<file path="src/rtl/sgmf_pkg.sv">
// Package for the sorted-group median filter: widths, slot counts, types.
// No dependencies.
`default_nettype none

package sgmf_pkg;

  localparam int SAMPLE_BITS = 16;
  localparam int STORE_SLOTS = 6;
  localparam int CARRY_SLOTS = 2;
  localparam int CNT_BITS    = $clog2(STORE_SLOTS + 1);

  typedef logic [SAMPLE_BITS-1:0] sample_t;
  typedef logic [CNT_BITS-1:0]    count_t;

  localparam count_t CARRY_CNT = count_t'(CARRY_SLOTS);
  localparam count_t LAST_CNT  = count_t'(STORE_SLOTS - 1);

  // Commands from controller to datapath.
  typedef struct packed {
    logic load;    // capture the request's sample
    logic insert;  // insert the captured sample into the sorted store
    logic finish;  // average the middle pair, carry it over, restart group
    logic emit;    // load the output register
  } sgmf_cmd_t;

  // Status from datapath to controller.
  typedef struct packed {
    logic full;    // the current insert completes a group
  } sgmf_status_t;

endpackage

`default_nettype wire

</file>
<file path="src/rtl/sorted_group_median_filter_core.sv">
// Sorted-group median filter, one channel: takes one sample per request and
// returns the held filtered value and a fresh flag. Each request goes through
// the controller sequence (accept, insert, emit), with an extra finish step
// when it completes a group of four samples (to average the middle pair and
// carry it into the next group); the next request is taken in the cycle after
// emit. A result waits in the output register while the next request is
// accepted, and only a stalled output blocks the emit step. The sorted store
// is six registers updated by a parallel compare-and-shift; the average of the
// two middle slots uses a sum one bit wider than a sample, so it never wraps.
// Results carry zero in filtered until the first group ends.
// Depends on sgmf_pkg, sgmf_ctrl, sgmf_datapath.
`default_nettype none

module sorted_group_median_filter_core (
  input  wire logic              clk,
  input  wire logic              rst,
  input  wire logic              in_valid,
  output logic                   in_stall,
  input  wire sgmf_pkg::sample_t sample,
  output logic                   out_valid,
  input  wire logic              out_stall,
  output sgmf_pkg::sample_t      filtered,
  output logic                   fresh
);
  import sgmf_pkg::*;

  sgmf_cmd_t    cmd;
  sgmf_status_t status;

  // Sequence one request at a time.
  sgmf_ctrl u_ctrl (
    .clk       (clk),
    .rst       (rst),
    .in_valid  (in_valid),
    .in_stall  (in_stall),
    .out_valid (out_valid),
    .out_stall (out_stall),
    .cmd       (cmd),
    .status    (status)
  );

  // Hold the sorted store, the held average and the result register.
  sgmf_datapath u_dp (
    .clk      (clk),
    .rst      (rst),
    .cmd      (cmd),
    .status   (status),
    .sample   (sample),
    .filtered (filtered),
    .fresh    (fresh)
  );

endmodule

`default_nettype wire

</file>
<file path="src/rtl/sgmf_datapath.sv">
// Datapath: sorted store, fill count, held average and output register.
// Depends on sgmf_pkg; driven by sgmf_ctrl commands.
`default_nettype none

module sgmf_datapath (
  input  wire logic                  clk,
  input  wire logic                  rst,
  input  wire sgmf_pkg::sgmf_cmd_t   cmd,
  output sgmf_pkg::sgmf_status_t     status,
  input  wire sgmf_pkg::sample_t     sample,
  output sgmf_pkg::sample_t          filtered,
  output logic                       fresh
);
  import sgmf_pkg::*;

  sample_t slots [STORE_SLOTS];
  sample_t slots_next [STORE_SLOTS];
  sample_t value;
  sample_t average;
  count_t  count;
  count_t  eff_count;
  logic    pending;
  logic    [STORE_SLOTS-1:0] lt;
  logic    [SAMPLE_BITS:0]   sum;

  // Out-of-range count acts as the start of a group.
  assign eff_count = (count < CARRY_CNT || count > LAST_CNT) ? CARRY_CNT : count;
  assign status.full = (eff_count == LAST_CNT);
  assign sum = {1'b0, slots[2]} + {1'b0, slots[3]};

  // Parallel compare-and-shift insertion; equal values go after stored ones.
  always_comb begin
    for (int i = 0; i < STORE_SLOTS; i++) begin
      lt[i] = (count_t'(i) < eff_count) && (value < slots[i]);
    end
    for (int i = 0; i < STORE_SLOTS; i++) begin
      if (count_t'(i) < eff_count && !lt[i]) begin
        slots_next[i] = slots[i];
      end else if (i == 0) begin
        slots_next[i] = value;
      end else if (lt[i-1]) begin
        slots_next[i] = slots[i-1];
      end else if (count_t'(i) <= eff_count) begin
        slots_next[i] = value;
      end else begin
        slots_next[i] = slots[i];
      end
    end
  end

  always_ff @(posedge clk) begin
    if (rst) begin
      for (int i = 0; i < STORE_SLOTS; i++) begin
        slots[i] <= '0;
      end
      count   <= CARRY_CNT;
      average <= '0;
      pending <= 1'b0;
    end else begin
      if (cmd.insert) begin
        for (int i = 0; i < STORE_SLOTS; i++) begin
          slots[i] <= slots_next[i];
        end
        count   <= eff_count + count_t'(1);
        pending <= 1'b0;
      end else if (cmd.finish) begin
        slots[0] <= slots[2];
        slots[1] <= slots[3];
        count    <= CARRY_CNT;
        average  <= sum[SAMPLE_BITS:1];
        pending  <= 1'b1;
      end
    end
  end

  // Payload registers: no reset needed.
  always_ff @(posedge clk) begin
    if (cmd.load) begin
      value <= sample;
    end
    if (cmd.emit) begin
      filtered <= average;
      fresh    <= pending;
    end
  end

endmodule

`default_nettype wire

</file>
<file path="src/rtl/sgmf_ctrl.sv">
// Controller: sequences accept, insert, finish and emit for one request.
// Depends on sgmf_pkg; drives sgmf_datapath commands.
`default_nettype none

module sgmf_ctrl (
  input  wire logic                   clk,
  input  wire logic                   rst,
  input  wire logic                   in_valid,
  output logic                        in_stall,
  output logic                        out_valid,
  input  wire logic                   out_stall,
  output sgmf_pkg::sgmf_cmd_t         cmd,
  input  wire sgmf_pkg::sgmf_status_t status
);
  import sgmf_pkg::*;

  typedef enum logic [1:0] {
    S_IDLE,
    S_INSERT,
    S_FINISH,
    S_EMIT
  } state_t;

  state_t state;
  logic   out_free;

  assign in_stall = (state != S_IDLE);
  assign out_free = !out_valid || !out_stall;

  always_comb begin
    cmd        = '0;
    cmd.load   = (state == S_IDLE) && in_valid;
    cmd.insert = (state == S_INSERT);
    cmd.finish = (state == S_FINISH);
    cmd.emit   = (state == S_EMIT) && out_free;
  end

  always_ff @(posedge clk) begin
    if (rst) begin
      state     <= S_IDLE;
      out_valid <= 1'b0;
    end else begin
      if (cmd.emit) begin
        out_valid <= 1'b1;
      end else if (!out_stall) begin
        out_valid <= 1'b0;
      end
      unique case (state)
        S_IDLE:   if (in_valid) state <= S_INSERT;
        S_INSERT: state <= status.full ? S_FINISH : S_EMIT;
        S_FINISH: state <= S_EMIT;
        S_EMIT:   if (out_free) state <= S_IDLE;
        default:  state <= S_IDLE;
      endcase
    end
  end

endmodule

`default_nettype wire

</file>
<file path="config.mk">
export PLATFORM = sky130hd
export DESIGN_NAME = sorted_group_median_filter_core
export DESIGN_NICKNAME = d
export VERILOG_FILES = /design/src/rtl/sgmf_pkg.sv /design/src/rtl/sorted_group_median_filter_core.sv /design/src/rtl/sgmf_datapath.sv /design/src/rtl/sgmf_ctrl.sv
export SDC_FILE = /design/constraint.sdc
export NUM_CORES = 1
export LEC_CHECK = 0
export BUFFER_PORTS_ARGS = -buffer_cell sky130_fd_sc_hd__buf_4
export CORE_AREA = 5 5 179 181
export DETAILED_ROUTE_END_ITERATION = 8
export DIE_AREA = 0 0 184 186
export SETUP_SLACK_MARGIN = 0.15
export SYNTH_ARGS = -nofsm -noshare
export SYNTH_HDL_FRONTEND = slang
export SYNTH_HIERARCHICAL = 1
export SYNTH_SLANG_ARGS = --single-unit
</file>
<file path="constraint.sdc">
create_clock -name clk -period 3.13 [get_ports clk]
set_input_delay 0.4695 -clock clk [delete_from_list [all_inputs] [get_ports clk]]
set_output_delay 0.4695 -clock clk [all_outputs]
set_load 0.1 [all_outputs]
</file>
==> results of run 1 <==
layer usage:
layer  track usage (%)  vias to the layer above
met4              4.11                        0
met1              16.7                     2765
met2              17.2                      191
li1                  -                     2772
met5                 0                        -
met3              2.95                       37
per-stage QoR:
stage	setup WS, ns	instance area [µm²]	power, mW
2_1_floorplan	0.307	7440	5.68
3_3_place_gp	0.375	8250	6.83
3_5_place_dp	0.347	8250	6.90
4_1_cts	0.316	8880	9.05
5_1_grt	0.188	8880	9.63
6_report	0.350	8880	9.00
critical path, cell delays in order (launching register included):
cell and delay [ns]:
edfxtp_1 0.53, ha_1 0.37, nand2_1 0.05, nor2_1 0.15, nand2_1 0.14, o211ai_4 0.90, mux2i_1 0.27, o21ai_1 0.09
state kept, by name, indices dropped and copies added, names as in the netlist:
name,flops
u_dp/filtered,16
u_ctrl/state,2
u_dp/value,16
u_dp/pending,1
u_dp/slots,64
u_dp/fresh,1
u_dp/count,3
u_dp/average,16
u_ctrl/out_valid,1
power by group:
part	leakage [nW]	internal, mW	total, mW	switching, mW
Clock	0.311	1.33	2.09	0.765
Sequential	1.17	2.44	2.93	0.488
Combinational	2.13	1.39	3.98	2.59
Total	3.61	5.16	9.00	3.84
cell type report:
type | count | area, µm²
Timing Repair Buffer | 55 | 438
Clock buffer | 19 | 464
Fill cell | 3178 | 21400
Sequential cell | 120 | 3370
Multi-Input combinational cell | 513 | 3680
Clock inverter | 13 | 163
Inverter | 69 | 259
Tap cell | 396 | 495
final timing paths:
check / endpoint / slack (ns) / depth (start not counted)
worst max-delay path: u_dp/slots[0][16]$_SDFFCE_PP0P_ / 0.35 / 7
worst min-delay path: u_dp/value[14]$_DFFE_PP_ / 0.21 / 1
worst max register to register: u_dp/slots[0][16]$_SDFFCE_PP0P_ / 0.35 / 7
worst min register to register: u_dp/filtered[2]$_DFFE_PP_ / 0.43 / 0
placed cells by master (no fill, tap or decap), types with 6 or more instances in the layout:
master	count
clkbuf_16	18
nor2_1	25
o311ai_2	15
mux2i_1	21
o21a_1	6
o21ai_1	8
ha_1	85
nor3_1	14
o21ai_0	23
a21o_1	13
dfxtp_1	23
nand2b_1	9
a211oi_1	7
inv_1	67
o31ai_1	18
edfxtp_1	97
nand3_1	46
buf_4	53
a21oi_1	34
nand2_1	118
logic make-up after synthesis:
kind of cell             count (synthesis)  synth area share (%)
buffers and inverters                   99                  5.37
adder cells (fa/ha/maj)                 86                  14.6
AND/OR/NAND/NOR                        247                  15.4
AO/OA/AOI/OAI                          156                  16.1
XOR/XNOR                                 3                 0.353
multiplexers                            21                  2.83
flip-flops                             120                  45.4
==> reports/summary.txt, run 1 <==
kind of start point of the critical path -> flop
post-route antenna net violation count -> 0
clock buffer depth -> 2
Req. time, crit path -> 3.28 ns
flip-flop and latch count after synthesis -> 120
crit-path max FO -> 31
Synth Flop Type -> edfxtp_1
final worst hold slack -> 0.213 ns
clock latency on the worst-skew pair -> 0.43 ns
Via Count -> 5765
max_slew headroom -> 25.9%
floorplan die width -> 184 µm
Reg2Reg Launch Point -> u_dp/value[9]$_DFFE_PP_
slew of the pin with the lowest slew margin -> 1.11 ns
Synth async-reset ratio -> 0%
number of maximum-capacitance constraint violations -> 0
critical path launch point -> u_dp/value[9]$_DFFE_PP_
via-per-instance ratio -> 4.86
root buffer cell -> clkbuf_16
Peak supply drop -> 0.416 mV
setup repair after global routing missed its margin -> false
synthesized cell area -> 0.00744 mm²
cell taking the most area after synthesis -> edfxtp_1
Post-layout nets -> 882
routed wl met2 -> 8340 µm
post-CTS sizing -> 0
synthesized instance count -> 732
highest attainable clock frequency -> 0.360 GHz
number of global-route vias before repair -> 5670
total number of H-tree levels -> 4
leading post-synthesis cells by cell area -> edfxtp_1, ha_1, dfxtp_1
die extent in y -> 186 µm
Area Overhead vs Synth -> 19.4%
class of the tightest hold or removal check -> input pin to flop
starting density of the core -> 24.6%
average detailed-routed wire length per instance -> 16.6 µm
DP Cell Count -> 1153
Yosys warning count -> 6
gpl congestion -> 0.836
number of buffers inserted by post-CTS setup repair -> 0
clock skew -> 0.00925 ns
sequential cell area fraction in the yosys report -> 45.4%
TritonCTS clock tree -> built
first-iteration detailed-routing DRC count -> 498
total clock sinks -> 120
most numerous cell in the Yosys netlist -> nand2_1
Avg Synthesized Cell Area -> 10.2 µm²
total of hold buffers inserted after clock tree synthesis -> 0
CTS Buf Count -> 17
Power per Cell Area -> 1010 mW/mm²
share of Yosys cell area claimed by the top area cell type -> 39.2%
total nets after synthesis -> 838
status -> finished, final reports clean
Final Hold Viols -> 0
total I/O pin count -> 39
final setup violation count -> 0
final count of pins violating max slew -> 0
Post-Layout Cell Count -> 1185
Post-synth top cells -> nand2_1, edfxtp_1, ha_1
arrival time of the worst setup path -> 2.93 ns
ratio of cells with drive above 1 in the final layout -> 14.4%
critical path class -> flop to flop
number of synthesized flops with an enable pin -> 97
quantity of I/O buffers inserted on ports -> 38
routed length on met1 -> 9660 µm
drt drc -> 0
min cycle time layout -> 2.78 ns
full die area -> 0.0342 mm²
pin count of the biggest net entering global routing -> 65
total met3 wirelength after detailed routing -> 1290 µm
total overflow reported by the global router -> 0
period utilization -> 88.8%
Placeable Area -> 0.0303 mm²
leakage power total -> 3.61 nW
Rows -> 64
sum of negative setup slack -> 0 ns
all-layer global routing usage -> 11.7%
antenna violations before repair -> 0
global-route wire length before repair -> 31400 µm
clock transition at the registers of the reported paths -> 0.06 ns
total routed wirelength -> 19600 µm
antenna diode count -> 0
uppermost layer routed -> met4
drt pass-1 iters -> 5
Layout Utilization -> 29.3%
Yosys cell types -> 60
nature of the critical path endpoint -> flop
hold path start -> sample[14]
Detailed Place HPWL -> 14000 µm
Power figures use the tool's default switching activity.
==> run 2, diff against run 1 <==
--- a/config.mk
+++ b/config.mk
@@ -5,7 +5,7 @@
 export SDC_FILE = /design/constraint.sdc
 export NUM_CORES = 1
 export LEC_CHECK = 0
-export BUFFER_PORTS_ARGS = -buffer_cell sky130_fd_sc_hd__buf_4
+export BUFFER_PORTS_ARGS = -buffer_cell sky130_fd_sc_hd__clkbuf_2
 export CORE_AREA = 5 5 179 181
 export DETAILED_ROUTE_END_ITERATION = 8
 export DIE_AREA = 0 0 184 186
==> reports/summary.txt, run 2 (synthesis results as in run 1) <==
starting density of the core -> 24.6% (unchanged)
antenna diode count -> 0 (unchanged)
total area of multi-input combinational cells -> 0.00368 mm² (unchanged)
kind of start point of the critical path -> flop
Placeable Area -> 0.0303 mm² (unchanged)
class of the tightest hold or removal check -> input pin to flop
Req. time, crit path -> 3.25 ns (-0.03 ns)
all-layer global routing usage -> 11.3% (-0.42 points)
slew of the pin with the lowest slew margin -> 0.922 ns (-0.184 ns)
setup repair after global routing missed its margin -> false
total of hold buffers inserted after clock tree synthesis -> 0 (unchanged)
total overflow reported by the global router -> 0 (unchanged)
commonest non-fill, non-tap cells in the layout -> nand2_1, edfxtp_1, ha_1
highest attainable clock frequency -> 0.377 GHz (+4.8%)
post-route antenna net violation count -> 0 (unchanged)
full die area -> 0.0342 mm² (unchanged)
drt pass-1 iters -> 7 (+2)
worst-case register-to-register setup slack -> 0.48 ns (+0.13 ns)
crit-path max FO -> 8 (-74%)
drt drc -> 0 (unchanged)
Final Hold Viols -> 0 (unchanged)
status -> finished, final reports clean
post-CTS sizing -> 0 (unchanged)
Largest Register -> u_dp/slots
TritonCTS clock tree -> built
quantity of I/O buffers inserted on ports -> 38 (unchanged)
max_slew headroom -> 38.1% (+12 points)
DP Cell Count -> 1150 (-0.26%)
total clock sinks -> 120 (unchanged)
root buffer cell -> clkbuf_16
setup slack of the critical path after layout -> 0.477 ns (+0.127 ns)
count of cells along the worst hold path -> 1 (unchanged)
clock latency on the worst-skew pair -> 0.42 ns (about the same)
worst setup timing slack at the placement stage -> 0.496 ns (+0.149 ns)
nature of the critical path endpoint -> flop
pin count of the biggest net entering global routing -> 65 (unchanged)
average detailed-routed wire length per instance -> 16.2 µm (-2.3%)
most frequent standard cell in the layout excluding fill and tap cells -> nand2_1
end of the worst register-to-register path -> u_dp/slots[0][8]$_SDFFCE_PP0P_
Hold EP -> u_dp/value[2]$_DFFE_PP_
Via Count -> 5591 (-3.0%)
leakage power total -> 3.54 nW (-1.9%)
Reg2Reg Launch Point -> u_dp/value[1]$_DFFE_PP_
number of flip-flops under the largest register name -> 64 (unchanged)
sum of negative setup slack -> 0 ns (unchanged)
critical path class -> flop to flop
clock transition at the registers of the reported paths -> 0.06 ns (about the same)
Peak supply drop -> 0.331 mV (-20%)
clock skew -> 0.00811 ns (-0.00114 ns)
final count of pins violating max slew -> 0 (unchanged)
total I/O pin count -> 39 (unchanged)
Post-Layout Cell Count -> 1182 (-0.25%)
Detailed Place HPWL -> 13700 µm (-2.2%)
CTS Buf Count -> 17 (unchanged)
die extent in y -> 186 µm (unchanged)
global-route wire length before repair -> 30000 µm (-4.5%)
Layout Utilization -> 28.8% (-0.52 points)
clock buffer depth -> 2 (unchanged)
Rows -> 64 (unchanged)
ratio of cells with drive above 1 in the final layout -> 13.7% (-0.71 points)
hold path start -> sample[2]
total number of H-tree levels -> 4 (unchanged)
via-per-instance ratio -> 4.73 (-2.8%)
period utilization -> 84.8% (-4.1 points)
number of global-route vias before repair -> 5300 (-6.5%)
Power per Cell Area -> 1010 mW/mm² (-0.72%)
Area Overhead vs Synth -> 17.2%
total routed wirelength -> 19100 µm (-2.6%)
number of buffers inserted by post-CTS setup repair -> 0 (unchanged)
final setup violation count -> 0 (unchanged)
footprint of the flip-flops and latches -> 0.00337 mm² (unchanged)
filler cell count in the final layout -> 3155 (-0.72%)
first-iteration detailed-routing DRC count -> 585 (+17%)
Post-layout nets -> 879 (-0.34%)
min cycle time layout -> 2.65 ns (-0.127 ns)
worst r2r path cells -> 7 (unchanged)
gpl congestion -> 0.856 (+2.4%)
antenna violations before repair -> 0 (unchanged)
number of maximum-capacitance constraint violations -> 0 (unchanged)
arrival time of the worst setup path -> 2.77 ns (-0.16 ns)
floorplan die width -> 184 µm (unchanged)
-- run 2: cell types whose count changed in the layout (fill, tap and decap cells not counted), sizes merged --
cell	previous run	this run
buf	55	14
clkbuf	19	56
clkinv	3	8
inv	75	70
clkinvlp	1	3
bufinv	3	2
-- run 2: layout make-up --
| type | instances | share of cell area (%) |
|---|---|---|
| Sequential cell | 120 | 38.7 |
| Tap cell | 396 | 5.68 |
| Clock inverter | 14 | 1.52 |
| Multi-Input combinational cell | 513 | 42.3 |
| Timing Repair Buffer | 52 | 3.96 |
| Inverter | 69 | 2.97 |
| Clock buffer | 18 | 4.92 |
-- run 2: worst max-delay path by stage --
stage | cells past startpoint | endpoint | slack (ns) | from
3_5_place_dp | 7 | u_dp/slots[0][4]$_SDFFCE_PP0P_ | 0.50 | u_dp/value[1]$_DFFE_PP_
6_report | 7 | u_dp/slots[0][8]$_SDFFCE_PP0P_ | 0.48 | u_dp/value[1]$_DFFE_PP_
3_3_place_gp | 7 | u_dp/slots[0][4]$_SDFFCE_PP0P_ | 0.52 | u_dp/value[1]$_DFFE_PP_
4_1_cts | 7 | u_dp/slots[0][8]$_SDFFCE_PP0P_ | 0.49 | u_dp/value[1]$_DFFE_PP_
5_1_grt | 8 | u_dp/slots[0][42]$_SDFFCE_PN0P_ | 0.34 | u_dp/value[5]$_DFFE_PP_
2_1_floorplan | 6 | u_dp/slots[0][0]$_SDFFCE_PP0P_ | 0.31 | u_dp/value[1]$_DFFE_PP_
-- run 2: power breakdown --
part / internal, mW / total [mW] / switching [mW]
Sequential: 2.44 / 2.93 / 0.494
Combinational: 1.40 / 3.97 / 2.56
Clock: 1.16 / 1.88 / 0.719
-- run 2: metrics by stage --
stage / hold slack, ns / instance area [µm²] / power (mW)
floorplan: 0.400 / 7440 / 5.68
global placement: 0.411 / 8160 / 6.83
finish: 0.227 / 8720 / 8.78
CTS: 0.208 / 8720 / 8.79
detailed placement: 0.410 / 8160 / 6.89
global route: 0.206 / 8720 / 9.39
-- run 2: critical path: stages (launching register included) --
cell and delay (ns):
edfxtp_1 0.51, ha_1 0.34, a2111o_1 0.40, a311oi_4 0.33
o21ai_1 0.09, and3_1 0.17, o21ai_1 0.27, buf_4 0.25
-- run 2: per-layer routing --
layer | global-route usage [%] | up-vias | routed length [µm]
li1 | - | 2761 | -
met1 | 16.7 | 2630 | 9600
met2 | 16.0 | 178 | 8030
met3 | 2.62 | 22 | 1220
met4 | 3.96 | 0 | 287
met5 | 0 | - | 0
